===== config.mk =====
export PLATFORM = sky130hd
export DESIGN_NAME = sgur_div
export DESIGN_NICKNAME = d
export VERILOG_FILES = /design/src/sgur_pkg.sv /design/src/sgur_div.sv
export SDC_FILE = /design/constraint.sdc
export NUM_CORES = 1
export LEC_CHECK = 0
export BUFFER_PORTS_ARGS = -buffer_cell sky130_fd_sc_hd__buf_2
export CELL_PAD_IN_SITES_DETAIL_PLACEMENT = 1
export CELL_PAD_IN_SITES_GLOBAL_PLACEMENT = 1
export CORE_MARGIN = 1.5
export CORE_UTILIZATION = 27
export CTS_BUF_LIST = sky130_fd_sc_hd__clkbuf_8
export CTS_CLUSTER_DIAMETER = 50
export DETAILED_ROUTE_END_ITERATION = 8
export PLACE_DENSITY_LB_ADDON = 0.12
export SYNTH_ARGS = -nofsm -noshare
export SYNTH_HDL_FRONTEND = slang
export SYNTH_SLANG_ARGS = --single-unit

===== constraint.sdc =====
create_clock -name clock -period 3.5 [get_ports clock]
set_input_delay 0.35 -clock clock [delete_from_list [all_inputs] [get_ports clock]]
set_output_delay 0.35 -clock clock [all_outputs]
set_load 0.02 [all_outputs]

===== src/sgur_pkg.sv =====
// ----------------------------------------------------------------------------
// sgur_pkg
// Shared types and constants for the star grid reorder block.
// ----------------------------------------------------------------------------
package sgur_pkg;

   localparam int MAX_STARS_DEF  = 64;
   localparam int COORD_BITS_DEF = 24;

   localparam int CSR_IDX_BITS = 4;
   localparam int CSR_DAT_BITS = 7;

   localparam logic [CSR_IDX_BITS-1:0] REG_NUM_BOXES  = 4'd0;
   localparam logic [CSR_IDX_BITS-1:0] REG_KEEP_LIMIT = 4'd1;

   localparam logic [6:0] NUM_BOXES_RST  = 7'd10;
   localparam logic [6:0] KEEP_LIMIT_RST = 7'd64;

   typedef struct packed {
      logic [23:0] star_x;
      logic [23:0] star_y;
      logic [31:0] star_payload;
      logic        load_last;
   } req_type;

   typedef struct packed {
      logic [23:0] out_x;
      logic [23:0] out_y;
      logic [31:0] out_payload;
      logic [5:0]  source_slot;
      logic        status;
      logic        emit_last;
   } rsp_type;

endpackage


===== src/sgur_div.sv =====
// ----------------------------------------------------------------------------
// sgur_div
// Restoring unsigned divider, one quotient bit per cycle.
// ----------------------------------------------------------------------------
module sgur_div import sgur_pkg::*; #(
   parameter int NW = COORD_BITS_DEF + 16
) (
   input  logic          clock,
   input  logic          reset,
   input  logic          start,
   input  logic [NW-1:0] num,
   input  logic [NW-1:0] den,
   output logic          done,
   output logic [NW-1:0] quo
);

   localparam int CNW = $clog2(NW + 1);

   logic          run_ff, run_in;
   logic          done_ff, done_in;
   logic [CNW-1:0] cnt_ff, cnt_in;
   logic [NW-1:0] rem_ff, rem_in;
   logic [NW-1:0] quo_ff, quo_in;
   logic [NW-1:0] den_ff, den_in;
   logic [NW:0]   shifted;

   assign shifted = {rem_ff, quo_ff[NW-1]};

   always_comb begin
      run_in  = run_ff;
      done_in = 1'b0;
      cnt_in  = cnt_ff;
      rem_in  = rem_ff;
      quo_in  = quo_ff;
      den_in  = den_ff;
      if (start) begin
         run_in = 1'b1;
         cnt_in = CNW'(NW);
         rem_in = '0;
         quo_in = num;
         den_in = den;
      end else if (run_ff) begin
         if (shifted >= {1'b0, den_ff}) begin
            rem_in = NW'(shifted - {1'b0, den_ff});
            quo_in = {quo_ff[NW-2:0], 1'b1};
         end else begin
            rem_in = shifted[NW-1:0];
            quo_in = {quo_ff[NW-2:0], 1'b0};
         end
         cnt_in = cnt_ff - 1'b1;
         if (cnt_ff == CNW'(1)) begin
            run_in  = 1'b0;
            done_in = 1'b1;
         end
      end
   end

   always_ff @(posedge clock) begin
      if (reset) begin
         run_ff  <= 1'b0;
         done_ff <= 1'b0;
      end else begin
         run_ff  <= run_in;
         done_ff <= done_in;
      end
      cnt_ff <= cnt_in;
      rem_ff <= rem_in;
      quo_ff <= quo_in;
      den_ff <= den_in;
   end

   assign done = done_ff;
   assign quo  = quo_ff;

endmodule


==> reports/metrics.yaml, run 1 <==
grt_pass1_wl_um: 32600
grt_setup_unrepaired: "no"
grt_pass1_vias: 6205
ir_drop_mv: 0.221
cts_buffers: 17
rr_worst_depth: 13
r2r_slack_ns: 0.27
detail_route.wl_per_cell_um: 16.4
fp-row-count: 60
clkLatencyLatePin_ns: 0.48
finalHoldViolations: 0
min_path_type: "in -> reg"
die_h_um: 168
fp.dieW_um: 168
fmax_mhz: 309
ys_seq_area_share_pct: 45.5
cp-end-kind: "flop"
reg2reg_from: "quo[39]"
n_antenna_cell: 0
hp-start: "den[14]"
cellLeakagePower_uw: 0.00378
nNetsFinal: 999
synth_edf_count: 80
dp.cells: 1189
ios: 124
die-area_um2: 28400
switching_share_pct: 31.7
period_needed_ns: 3.23
max_stage_delay_ns: 0.38
gp_congestion: 0.763
syn_nets: 873
critical-path-slowest-cell: "fa_1"
regToRegEndpoint: "rem_ff[38]"
areaGrowthSynthToFinish_pct: 20.4
holdPathEnd: "den_ff[14]"
drc: 0
synth_flop_cell: "edfxtp_1"
core_area_um2: 26900
clock_path_buffers: 2
hpwl_um: 14800
start_kind: "flop"
yosysWarnings: 0
synth_seq_cells: 128
tritoncts: "done"
path_max_fanout: 5
p_switching_uw: 1290
power_per_cell_area_nw_per_um2: 458
combPwrFrac_pct: 23.0
initialDrtViolationCount: 241
finalSetupViolCount: 0
slew_headroom_pct: 59.8
grt.overflow.total: 0
io_buffers: 123
synth_top_area_share_pct: 32.5
dr.pass1.iters: 4
grt_max_degree: 67
p_seq_share_pct: 44.6
synth_most_common_cell: "nor2_1"
synthTopCellsByCount: "nor2_1 (82), edfxtp_1 (80), a21oi_1 (67), inv_1 (58), dfxtp_1 (48)"
synth.area.top_cells: "edfxtp_1 (33%), dfxtp_1 (13%), ha_1 (7.1%)"
finalNonFillerCells: 1227
ys_async_sr_fraction_pct: 0
detail-route-antenna-nets: 0
skew_ns: 0.0264
drt_wl_total_um: 20200
crit_required_ns: 3.86
h-tree-depth: 4
setup-tns-final_ns: 0
vias: 5922
power.internal_uw: 2780
initial_utilization_pct: 27.5
tightestPinTransition_ns: 0.594
via_per_inst: 4.83
drive_above_1_share_pct: 25.7
root_buffer: "clkbuf_8"
post-route-period-util_pct: 92.4
clkPwrFrac_pct: 32.4
crit_arrival_ns: 3.59
synth.avg_cell_area_um2: 9.89
synth_cells: 747
mappedNetlistArea_um2: 7390
track_usage_pct: 14.6
maxCapViolations: 0
yosysUniqueCellTypes: 65
status: "finished, final reports clean"
synth_top_cell_by_area: "edfxtp_1"
slew_viol_final: 0
cp_cell_sequence: "inv_1, ha_1, fa_1, nor2b_1, o31a_1, o31a_1, o21ai_1, a211oi_2, o2111ai_2, a21oi_2, o21ai_1, a21o_1, a221o_1"
whs_path_depth: 1
critPathKind: "reg -> reg"
grt_antenna_before_repair: 1
cts.sinks: 128
clk_pin_slew_ns: 0.10
routing by layer:
metal  track usage [%]  up-vias  share of wire (%)
met1              18.8     2820                 48
met4              4.43        0                1.2
met5                 0        -                  0
li1                  -     2979                  -
met3              5.20       16                6.5
met2              22.9      107                 44
worst max-delay path by stage:
stage                  to  cells after the start        from  slack (ns)
5_1_grt        rem_ff[10]                     11  den_ff[10]        0.04
2_1_floorplan  rem_ff[38]                     13     quo[39]        0.49
3_3_place_gp   rem_ff[33]                     12   den_ff[2]        0.08
6_report       rem_ff[38]                     13     quo[39]        0.27
3_5_place_dp   rem_ff[31]                     12   den_ff[2]        0.07
4_1_cts        rem_ff[31]                     12   den_ff[2]        0.04
placed cells by master (no fill, tap or decap), drive strengths merged, types with 4 or more instances in the layout:
cell type,instances
mux2,39
mux2i,10
nand2,42
ha,42
inv,63
o21bai,9
a21oi,68
o21ai,31
xor2,14
o31a,4
and3,6
nor3,11
a211oi,38
edfxtp,80
nor2b,7
o211ai,5
nor2,82
dfxtp,48
nand3,11
a21o,14
o21a,6
nand2b,6
clkbuf,18
buf,142
nand4,11
clkinv,6
xnor2,18
logic make-up (layout without fill, tap and decap cells):
logic type | after synthesis | after routing | share of synthesized area (%)
compound gates | 205 | 205 | 18.8
simple gates | 195 | 195 | 12.3
flops | 128 | 128 | 45.5
buf+inv | 95 | 234 | 4.91
mux | 49 | 49 | 7.30
fa+ha+maj | 43 | 43 | 7.38
xor+xnor | 32 | 32 | 3.79
state kept, by name, indices dropped and copies added (netlist names):
signal,flops
run_ff,1
den_ff,40
quo,40
cnt_ff,6
done,1
rem_ff,40
critical path, delay by kind of cell, from the launching register on:
kind | cells | cell delay [ns]
AOI/OAI and AO/OA | 9 | 1.93
adders and majority gates | 2 | 0.59
DFF | 1 | 0.37
and+or+nand+nor | 1 | 0.18
buffers and inverters | 1 | 0.06
final cells by class:
class | instances | area [um2]
Timing Repair Buffer | 143 | 808
Inverter | 59 | 221
Clock buffer | 18 | 248
Multi-Input combinational cell | 524 | 3680
Tap cell | 341 | 427
Sequential cell | 128 | 3360
Clock inverter | 14 | 143
Fill cell | 3101 | 18000
power by group through the flow:
stage / Combinational [uW] / Sequential, uW / Clock [uW]
floorplan: 597 / 1900 / 0
global placement: 942 / 1850 / 0
detailed placement: 943 / 1850 / 0
CTS: 948 / 1820 / 1390
global route: 1050 / 1830 / 1440
finish: 939 / 1820 / 1320
what timing repair did:
action / CTS / global route
hold buffers: 1 / 0
gates resized for setup: 0 / 3
setup endpoints to repair: 0 / 40
buffers inserted: 0 / 5
hold endpoints to repair: 1 / 0
through the flow:
stage / util, % / hold WS [ns] / instance area, um2 / setup WS [ns] / total power [uW]
2_1_floorplan: - / 0.422 / 7390 / 0.490 / 2490
3_5_place_dp: 31.4 / 0.493 / 8430 / 0.0696 / 2790
6_report: 33.1 / 0.0433 / 8890 / 0.267 / 4070
4_1_cts: 32.9 / 0.00415 / 8830 / 0.0382 / 4160
5_1_grt: 33.1 / 0.00181 / 8890 / 0.0401 / 4330
3_3_place_gp: 31.4 / 0.482 / 8430 / 0.0821 / 2790
No activity file was read; power rests on OpenSTA's default activity.
==> inputs of run 2 (changes only) <==
clock period = 3.3 ns   (was 3.5 ns; I/O delays follow)
==> run 2 against run 1 <==
Via count rose by 3.3%. Die area did not move. Cell count rose by 2.0%. Worst hold slack got worse by 0.0055 ns. Fmax rose by 2.1%. Largest cell class unchanged. Highest routed layer is now met5.
==> reports/metrics.yaml, run 2 (synthesized netlist as in run 1, its figures left out) <==
detail_route.wl_per_cell_um: 17.0  # was 16.4 um
cp-end-kind: "flop"  # unchanged
fill_cells: 3095  # was 3101
drc: 0  # unchanged
cellLeakagePower_uw: 0.00390  # was 0.00378 uW
fin_area_um2: 9300  # was 8890 um2
nNetsFinal: 1024  # was 999
grt_setup_unrepaired: "yes"  # was no
fp.dieW_um: 168  # unchanged
register_area_um2: 3360  # unchanged
cts_buffers: 17  # unchanged
fmax_mhz: 316  # was 309 MHz
postPlaceCellArea_um2: 8460  # was 8430 um2
post-route-period-util_pct: 95.9  # was 92.4%
initialDrtViolationCount: 197  # was 241
n_antenna_cell: 0  # unchanged
r2r_slack_ns: 0.13  # was 0.27 ns
detail-route-antenna-nets: 0  # unchanged
drt_wl_total_um: 21300  # was 20200 um
combPwrFrac_pct: 24.8  # was 23.0%
clk_pin_slew_ns: 0.09  # was 0.10 ns
min_path_type: "in -> reg"  # unchanged
path_max_fanout: 5  # unchanged
crit_arrival_ns: 3.47  # was 3.59 ns
hpwl_um: 15000  # was 14800 um
power_per_cell_area_nw_per_um2: 468  # was 458 nW/um2
vias: 6119  # was 5922
finalSetupViolCount: 0  # unchanged
reg2reg_from: "den_ff[2]"  # was quo[39]
slew_viol_final: 0  # unchanged
gp_congestion: 0.749  # was 0.763
initial_utilization_pct: 27.5  # unchanged
tritoncts: "done"  # unchanged
via_per_inst: 4.89  # was 4.83
grt_max_degree: 75  # was 67
endpoint: "rem_ff[20]"  # was rem_ff[38]
crit_required_ns: 3.60  # was 3.86 ns
mostFrequentLayoutCells: "buf_2 (123), nor2_1 (81), edfxtp_1 (80), a21oi_1 (62), inv_1 (60)"  # was buf_2 (122), nor2_1 (82), edfxtp_1 (80), a21oi_1 (66), inv_1 (60)
grt_antenna_before_repair: 2  # was 1
start_kind: "flop"  # unchanged
drive_above_1_share_pct: 29.5  # was 25.7%
die-area_um2: 28400  # unchanged
setup-tns-final_ns: 0  # unchanged
root_buffer: "clkbuf_8"  # unchanged
maxCapViolations: 0  # unchanged
multi_input_area_um2: 3860  # was 3680 um2
finalHoldViolations: 0  # unchanged
p_seq_share_pct: 44.4  # was 44.6%
core_area_um2: 26900  # unchanged
io_buffers: 123  # unchanged
ios: 124  # unchanged
cts.sinks: 128  # unchanged
slew_headroom_pct: 48.4  # was 59.8%
skew_ns: 0.0221  # was 0.0264 ns
rr_worst_depth: 13  # unchanged
die_h_um: 168  # unchanged
status: "finished, final reports clean"  # unchanged
clkPwrFrac_pct: 30.8  # was 32.4%
areaGrowthSynthToFinish_pct: 25.9  # was 20.4%
track_usage_pct: 14.9  # was 14.6%
grt.overflow.total: 0  # unchanged
holdWs_ns: 0.0378  # was 0.0433 ns
dr.pass1.iters: 4  # unchanged
regToRegEndpoint: "rem_ff[20]"  # was rem_ff[38]
critPathKind: "reg -> reg"  # unchanged
clkLatencyLatePin_ns: 0.47  # was 0.48 ns
power.internal_uw: 2910  # was 2780 uW
period_needed_ns: 3.17  # was 3.23 ns
fp-row-count: 60  # unchanged
worstSetupStartpoint: "den_ff[2]"  # was quo[39]
grt_pass1_vias: 6352  # was 6205
tightestPinTransition_ns: 0.774  # was 0.594 ns
grt_pass1_wl_um: 33600  # was 32600 um
ir_drop_mv: 0.243  # was 0.221 mV
p_switching_uw: 1440  # was 1290 uW
hp-start: "den[2]"  # was den[14]
h-tree-depth: 4  # unchanged
layout_commonest_cell: "buf_2"  # unchanged
switching_share_pct: 33.1  # was 31.7%
clock_path_buffers: 2  # unchanged
finalPower_uw: 4350  # was 4070 uW
## run 2: per-layer routing
layer	vias to the layer above	GRT usage, %	share of wire, %
met5	-	0	0.047
li1	3037	-	-
met1	2937	19.6	49
met2	127	23.7	44
met4	2	4.00	0.97
met3	16	4.72	6.5
## run 2: worst max-delay path, cell delays in order, from the launching register on
cell	delay, ns
edfxtp_1	0.34
inv_1	0.04
ha_1	0.34
nor2b_2	0.20
o31a_1	0.31
o31a_1	0.35
o41a_1	0.50
o21a_1	0.23
a21boi_2	0.17
buf_4	0.14
xor2_2	0.13
nor2_1	0.06
a21oi_1	0.12
a211oi_1	0.08
## run 2: cell type report
| class | instances | area share, % |
|---|---|---|
| multi-input cells | 524 | 41.5 |
| flip-flops and latches | 128 | 36.2 |
| repair buffers | 168 | 11.4 |
| well taps | 341 | 4.59 |
| clock buffers | 17 | 2.52 |
| inverters | 59 | 2.38 |
| clock inverters | 15 | 1.48 |
## run 2: worst min-delay path by stage
stage	endpoint	cells after the start	slack (ns)
after floorplan	run_ff	1	0.40
after global placement	cnt_ff[1]	2	0.49
after detailed placement	cnt_ff[1]	2	0.49
after CTS	den_ff[2]	1	0.0004
after global routing	den_ff[2]	1	0.0008
final	den_ff[2]	1	0.04
## run 2: per-stage QoR
stage	setup slack, ns	std cells	utilization, %
floorplan	0.290	747	-
global placement	-0.0562	1195	31.5
detailed placement	-0.0451	1195	31.5
CTS	0.00817	1237	33.3
global route	-0.0443	1252	34.6
finish	0.135	1252	34.6
## run 2: what timing repair did
action | in CTS | in global routing
gates cloned | 0 | 2
hold buffers | 10 | 1
setup endpoints to repair | 5 | 41
hold endpoints to repair | 11 | 1
buffers inserted | 0 | 13
resized for setup | 1 | 44
pin swaps | 0 | 25
## run 2: power by group through the flow
stage | clock network, uW | registers, uW | logic, uW
3_5_place_dp | 0 | 1960 | 1010
5_1_grt | 1460 | 1950 | 1200
4_1_cts | 1410 | 1930 | 1030
2_1_floorplan | 0 | 2010 | 633
3_3_place_gp | 0 | 1960 | 1020
6_report | 1340 | 1930 | 1080
